[src/rtl/cia_pkg.sv]
// ----------------------------------------------------------------------------
// cia_pkg
// shared types for the checked integer alu: operation and error codes and the
// per-item control word that travels down the pipeline
// ----------------------------------------------------------------------------
`timescale 1ns / 1ps
`default_nettype none

package cia_pkg;

  typedef enum logic [2:0] {
    OP_ADD = 3'd0,
    OP_SUB = 3'd1,
    OP_MUL = 3'd2,
    OP_DIV = 3'd3,
    OP_MOD = 3'd4,
    OP_ABS = 3'd5,
    OP_MIN = 3'd6,
    OP_MAX = 3'd7
  } op_e;

  typedef enum logic [1:0] {
    ERR_NONE = 2'd0,
    ERR_OVF  = 2'd1,
    ERR_DIV0 = 2'd2
  } err_e;

  typedef struct packed {
    logic valid;
    op_e  op;
    err_e err;     // error known at decode time
    logic neg_q;   // quotient sign
    logic neg_r;   // remainder sign
  } ctrl_t;

endpackage

`default_nettype wire

[src/rtl/cia_prep.sv]
// ----------------------------------------------------------------------------
// cia_prep
// decode stage: sign extension, magnitudes, the simple operations and
// the error cases that are known from the operands alone
// ----------------------------------------------------------------------------
`timescale 1ns / 1ps
`default_nettype none

module cia_prep #(
  parameter int DATA_WIDTH = 64
) (
  input  wire logic                  clk_i,
  input  wire logic                  rst_ni,
  input  wire logic                  accept_i,
  input  wire logic [2:0]            command_i,
  input  wire logic [63:0]           operand_a_i,
  input  wire logic [63:0]           operand_b_i,
  output cia_pkg::ctrl_t             ctrl_o,
  output logic [DATA_WIDTH-1:0]      simple_o,
  output logic [DATA_WIDTH-1:0]      mag_a_o,
  output logic [DATA_WIDTH-1:0]      mag_b_o,
  output logic                       mul_neg_o
);
  import cia_pkg::*;

  localparam int W = DATA_WIDTH;

  logic [W-1:0] a, b, mag_a, mag_b, simple_d, wmin, wmax;
  logic [W:0]   sum, dif;
  ctrl_t        ctrl_d, ctrl_q;
  logic [W-1:0] simple_q, mag_a_q, mag_b_q;
  logic         mul_neg_q;

  assign a     = operand_a_i[W-1:0];
  assign b     = operand_b_i[W-1:0];
  assign wmin  = {1'b1, {(W-1){1'b0}}};
  assign wmax  = {1'b0, {(W-1){1'b1}}};
  assign mag_a = a[W-1] ? (~a + 1'b1) : a;
  assign mag_b = b[W-1] ? (~b + 1'b1) : b;
  assign sum   = {a[W-1], a} + {b[W-1], b};
  assign dif   = {a[W-1], a} - {b[W-1], b};

  always_comb begin
    ctrl_d.valid = accept_i;
    ctrl_d.op    = op_e'(command_i);
    ctrl_d.err   = ERR_NONE;
    ctrl_d.neg_q = a[W-1] ^ b[W-1];
    ctrl_d.neg_r = a[W-1];
    simple_d     = '0;
    case (ctrl_d.op)
      OP_ADD: begin
        simple_d = sum[W-1:0];
        if (sum[W] != sum[W-1]) ctrl_d.err = ERR_OVF;
      end
      OP_SUB: begin
        simple_d = dif[W-1:0];
        if (dif[W] != dif[W-1]) ctrl_d.err = ERR_OVF;
      end
      OP_DIV: begin
        if (b == '0) ctrl_d.err = ERR_DIV0;
        else if (a == wmin && b == '1) ctrl_d.err = ERR_OVF;
      end
      OP_MOD: begin
        if (b == '0) ctrl_d.err = ERR_DIV0;
      end
      OP_ABS:  simple_d = (a == wmin) ? wmax : mag_a;
      OP_MIN:  simple_d = ($signed(a) < $signed(b)) ? a : b;
      OP_MAX:  simple_d = ($signed(b) < $signed(a)) ? a : b;
      default: simple_d = '0;
    endcase
  end

  always_ff @(posedge clk_i or negedge rst_ni) begin
    if (!rst_ni) begin
      ctrl_q <= '0;
    end else begin
      ctrl_q <= ctrl_d;
    end
  end

  always_ff @(posedge clk_i) begin
    simple_q  <= simple_d;
    mag_a_q   <= mag_a;
    mag_b_q   <= mag_b;
    mul_neg_q <= ctrl_d.neg_q;
  end

  assign ctrl_o    = ctrl_q;
  assign simple_o  = simple_q;
  assign mag_a_o   = mag_a_q;
  assign mag_b_o   = mag_b_q;
  assign mul_neg_o = mul_neg_q;

endmodule

`default_nettype wire

[config.mk]
export PLATFORM = sky130hd
export DESIGN_NAME = cia_prep
export DESIGN_NICKNAME = d
export VERILOG_FILES = /design/src/rtl/cia_pkg.sv /design/src/rtl/cia_prep.sv
export SDC_FILE = /design/constraint.sdc
export NUM_CORES = 1
export LEC_CHECK = 0
export BUFFER_PORTS_ARGS = -buffer_cell sky130_fd_sc_hd__buf_2
export CORE_MARGIN = 2
export CORE_UTILIZATION = 56
export CTS_CLUSTER_DIAMETER = 120
export CTS_CLUSTER_SIZE = 14
export DETAILED_ROUTE_END_ITERATION = 10
export PLACE_DENSITY = 0.92
export SYNTH_ARGS = -nofsm -noshare
export SYNTH_HDL_FRONTEND = slang
export SYNTH_SLANG_ARGS = --single-unit
[constraint.sdc]
create_clock -name clk_i -period 0.8 [get_ports clk_i]
set_input_delay 0.16 -clock clk_i [delete_from_list [all_inputs] [get_ports clk_i]]
set_output_delay 0.16 -clock clk_i [all_outputs]
set_load 0.01 [all_outputs]
==> Flow_metrics.wiki, run 1 <==
{| class="wikitable"
! Metric !! Value
|-
| Width of the die || 177.3 µm
|-
| Pre-CTS setup slack || -3.114 ns
|-
| Number of buffers added for setup after CTS || approximately 120
|-
| Root Driver || clkbuf_16
|-
| I/O Buffers || 334
|-
| Top flip-flop cell by instance count after synthesis || dfxtp_1
|-
| First error message || [ERROR DPL-0038] Utilization greater than 100%, impossible to legalize
|-
| Avg Inst Size Synth || between 7 and 8 µm²
|-
| Number of gates resized after CTS || 624
|-
| Cell types occupying the most area after synthesis || dfxtp_1, ha_1, xnor2_1
|-
| Number of clock buffers inserted by TritonCTS || 18
|-
| Global placement routability congestion || roughly 1.2
|-
| Yosys top cell by area || dfxtp_1
|-
| Stop stage || clock tree synthesis
|-
| Number of placed I/O pins || around 340
|-
| Netlist area before placement || around 0.017 mm²
|-
| Warning count from the yosys run || 0
|-
| Distinct cell type count of the synthesized netlist || 81
|-
| Asr flop ratio synth || 0.03980
|-
| Buffers from clock root to sink, at most || 3
|-
| Clock net sink count || ~200
|-
| Fraction of the yosys area taken by sequential cells || 0.2417
|-
| Run status || aborted with a tool error
|-
| Number of nets produced by synthesis || 2,479
|-
| Number of enable flip-flop cells after synthesis || 0
|-
| Count of standard-cell rows || 63
|-
| Post-synthesis instance total || 2,212
|-
| Half-perimeter wire length after placement || 77,460 µm
|-
| Total of flip-flops plus latches after synthesis || 201
|-
| Proportion of netlist area held by the largest area contributor || 0.2298
|-
| Initial Utilization || 0.5672
|-
| # H-tree levels || 1
|-
| Number of hold buffers added after CTS || 18
|-
| Die height || 177.3 µm
|}
==> kinds of logic after synthesis <==
kind of cell	after synthesis	share of synthesized area
XOR/XNOR	188	0.09794
AO/OA/AOI/OAI	773	0.2992
buffers and inverters	266	0.06035
AND/OR/NAND/NOR	633	0.1900
adder cells (fa/ha/maj)	133	0.09987
flip-flops	201	0.2417
multiplexers	18	0.01094
==> synth_stat cells, types with 8 or more instances <==
cell,count
or2_2,13
buf_1,9
or4_1,23
o21a_1,15
xor2_1,14
o211ai_1,28
nor4_1,27
a21oi_1,175
and2_1,10
a22oi_1,18
mux2i_1,15
nor2_1,169
nand3_1,44
inv_1,128
o31ai_1,65
nand2_1,135
a221o_1,34
clkbuf_1,118
ha_1,131
o41ai_1,20
a21o_1,26
a211oi_1,18
nor3b_1,8
o21ai_1,13
nor2b_1,20
xnor2_1,174
nand2b_1,13
nand4_1,54
nor3_1,49
dfrtp_1,8
dfxtp_1,193
a221oi_1,22
o21bai_1,37
or3_1,39
o21ai_0,207
a31oi_1,19
==> metrics by stage <==
stage | instance area, µm² | hold WS, ns | cells | utilization | setup TNS (ns)
2_1_floorplan | 18050 | -0.1356 | 2212 | - | -293.28
3_3_place_gp | 25610 | 0.02242 | 3614 | 0.8641 | -385.77
3_5_place_dp | 25610 | 0.02571 | 3614 | 0.8641 | -418.18
==> run 2, diff against run 1 <==
--- a/config.mk
+++ b/config.mk
@@ -7,11 +7,9 @@
 export LEC_CHECK = 0
 export BUFFER_PORTS_ARGS = -buffer_cell sky130_fd_sc_hd__buf_2
 export CORE_MARGIN = 2
-export CORE_UTILIZATION = 56
-export CTS_CLUSTER_DIAMETER = 120
-export CTS_CLUSTER_SIZE = 14
+export CORE_UTILIZATION = 40
 export DETAILED_ROUTE_END_ITERATION = 10
-export PLACE_DENSITY = 0.92
+export PLACE_DENSITY_LB_ADDON = 0.15
 export SYNTH_ARGS = -nofsm -noshare
 export SYNTH_HDL_FRONTEND = slang
 export SYNTH_SLANG_ARGS = --single-unit
==> run 2 against run 1 <==
The flow now finishes, with violations (negative hold slack, negative setup slack); synthesized area is the same; synthesized cell count is the same.
==> Flow_metrics.wiki, run 2 <==
{| class="wikitable"
! Metric !! Value
|-
| Pwr Density || 1399 mW/mm²
|-
| GR Util met3 || 0.1025
|-
| Number of hold buffers added after CTS || 53 (+35)
|-
| Global placement routability congestion || 1.007 (-18%)
|-
| Count of standard-cell rows || 75 (+19%)
|-
| Run status || complete, but fails checks
|-
| Proportion of netlist area held by the largest area contributor || 0.2298 (unchanged)
|-
| Warning count from the yosys run || 0 (unchanged)
|-
| Count of nets after finishing || 3,772
|-
| Global-route met1 utilization || 0.5741
|-
| Vias in the first global route || 24,890
|-
| Post-synthesis instance total || 2,212 (unchanged)
|-
| Fraction of the yosys area taken by sequential cells || 0.2417 (unchanged)
|-
| Routed Wire Length || 109,900 µm
|-
| Floorplan die area || 0.04369 mm²
|-
| Final Worst Setup Slack || -2.313 ns
|-
| Root Driver || clkbuf_16
|-
| Number of placed I/O pins || 335 (unchanged)
|-
| CP Max Fanout || 4
|-
| Count of unresolved DRC violations after routing || 0
|-
| Wire length of the first global-routing pass || ~150,000 µm
|-
| Hold_ws || -0.01562 ns
|-
| Signal arrival time at the worst endpoint || 3.60 ns
|-
| I/O Buffers || 334 (unchanged)
|-
| Die height || 209.0 µm (+18%)
|-
| Global routing's busiest layer || met2
|-
| Top flip-flop cell by instance count after synthesis || dfxtp_1
|-
| Finished Layout Cells || 4,066
|-
| Final instance area || 0.03286 mm²
|-
| Buffers from clock root to sink, at most || 3 (unchanged)
|-
| Final global-route overflow total || 0
|-
| Remaining number of nets flagged by the antenna check after routing || 0
|-
| Final hold vios || 6
|-
| Static leakage || between 10 and 15 nW
|-
| Sequential cell area || 0.004141 mm²
|-
| Failing checks || negative hold slack, negative setup slack
|-
| Highest Clock Rate || approximately 320 MHz
|-
| Worst setup path category || input pin to flip-flop
|-
| # H-tree levels || 1 (unchanged)
|-
| Avg Inst Size Synth || 7.601 µm² (unchanged)
|-
| Synth-to-layout area growth || 95.47%
|-
| Total cell area at the placement stage || 0.02624 mm² (+2.4%)
|-
| CTS clock-pin slew for the worst setup and hold paths || 0.06 ns
|-
| Cell types occupying the most area after synthesis || dfxtp_1, ha_1, xnor2_1
|-
| Distinct cell type count of the synthesized netlist || 81 (unchanged)
|-
| Routed vias || 25,440
|-
| Cell count after placement || 3,810 (+5.4%)
|-
| Stage delay of the slowest cell on the critical path || between 0.4 and 0.5 ns
|-
| Met2 GRT Util || 0.7307
|-
| Half-perimeter wire length after placement || 73,750 µm (-4.8%)
|-
| Number of antenna violations at the first check in global routing || 6
|-
| Clock net sink count || 201 (unchanged)
|-
| Number of design-rule violations left by the first detailed-router iteration || roughly 3,000
|-
| Critical path's most frequent cell || or3_4
|-
| Max-slew violations || 0
|-
| Commonest non-fill, non-tap cell in the layout || buf_4
|-
| Final min period || 3.113 ns
|-
| Number of enable flip-flop cells after synthesis || 0 (unchanged)
|-
| Filler cell count in the final layout || 2,629
|-
| Unrepaired setup endpoints after global routing || true
|-
| Final setup viols || between 300 and 400
|-
| Kind of end point of the critical path || flip-flop
|-
| Highest ir drop seen on vdd || 0.001633 V
|-
| Class of the worst hold path || input pin to flip-flop
|-
| Width of the die || 209.0 µm (+18%)
|-
| Area of the core region || about 0.042 mm²
|-
| Number of clock buffers inserted by TritonCTS || 24 (+6)
|-
| TritonCTS clock tree || built
|-
| Length of the first detailed-routing pass in iterations || 6
|-
| Largest net degree at the start of global routing || 60
|-
| Number of nets produced by synthesis || 2,479 (unchanged)
|-
| Via-per-instance ratio || approximately 6.3
|-
| Asr flop ratio synth || 0.03980 (unchanged)
|-
| Netlist area before placement || 0.01681 mm² (unchanged)
|-
| Yosys top cell by area || dfxtp_1
|-
| Total of max-cap violations || 0
|-
| Critical-path cell with the highest stage delay || or4_4
|-
| Initial Utilization || 0.4026 (-0.1646)
|-
| Cell with the most instances after synthesis || o21ai_0
|-
| Cell types with the highest counts after synthesis || o21ai_0, dfxtp_1, a21oi_1
|-
| Required time of the critical path || 1.29 ns
|-
| Total of flip-flops plus latches after synthesis || 201 (unchanged)
|-
| Final Cycle Share || 3.891
|-
| Critical path launch point type || input pin
|-
| Average wire per standard cell || roughly 27 µm
|-
| Tot GR Track Use || 0.4601
|-
| Total design power || 0.04597 W
|-
| Most frequent cells in the layout || buf_4, buf_2, buf_6
|-
| CP Cell Sequence || buf_8, inv_4, buf_6, nand4_4, or3_4, or4_4, or3_4, or2_4, or3_4, or3_4, or3_4, o31ai_4, xnor2_1
|-
| Layout cells sized above 1 || 0.5432
|-
| Least-Margin Pin Slew || 1.244 ns
|-
| Max_slew headroom || 0.1673
|-
| Combined area of the multi-input logic cells || 0.01516 mm²
|}
-- run 2: logic make-up after synthesis --
family	after synthesis	synth area share
AOI/OAI and AO/OA	773	0.2992
xor gates and xnor gates	188	0.09794
adders and majority gates	133	0.09987
buffers and inverters	266	0.06035
DFF	201	0.2417
muxes	18	0.01094
and+or+nand+nor	633	0.1900
-- run 2: cell type report --
class,count,share of cell area
Inverter,135,0.01793
Clock inverter,11,0.004340
Clock buffer,30,0.01991
Sequential cell,201,0.1260
Tap cell,539,0.02052
Antenna cell,7,0.0005330
Multi-Input combinational cell,1745,0.4612
Timing Repair Buffer,1398,0.3496
-- run 2: path summary, 6_finish.rpt --
path	startpoint	slack, ns	cells past startpoint	end
max	operand_b_i[13]	-2.31	13	mag_b_o[61]
min	operand_b_i[42]	-0.02	3	mag_b_o[42]
max in group asynchronous	rst_ni	0	3	ctrl_o[6]
min in group asynchronous	rst_ni	0.59	3	ctrl_o[0]
-- run 2: metal layers --
layer,vias to the layer above,share of wire
met4,0,0.074
li1,10760,-
met2,1934,0.44
met5,-,0
met1,12190,0.38
met3,564,0.11
-- run 2: metrics by stage --
step	TNS [ns]	util	setup WS, ns
CTS	-350.97	0.7510	-2.250
detailed placement	-423.76	0.6283	-3.142
global route	-378.19	0.7865	-2.317
floorplan	-293.28	-	-2.542
finish	-371.90	0.7870	-2.313
global placement	-418.75	0.6283	-3.101
-- run 2: timing repair --
action	in CTS	in global routing
resized for setup	592	221
hold endpoints to repair	78	2
setup buffers	104	66
endpoints found under the setup margin	389	396
cloned	16	1
pin swaps	172	125
-- run 2: power by group --
group          internal (W)  switching (W)
Clock               0.00674        0.00509
Sequential           0.0113       0.000560
Combinational        0.0106         0.0116
-- run 2: worst max-delay path: cells and delay by family --
family / cells / cell delay (ns)
and+or+nand+nor: 8 / 2.79
buffers and inverters: 3 / 0.28
AOI/OAI and AO/OA: 1 / 0.22
xor gates and xnor gates: 1 / 0.16
Power figures use the tool's default switching activity.
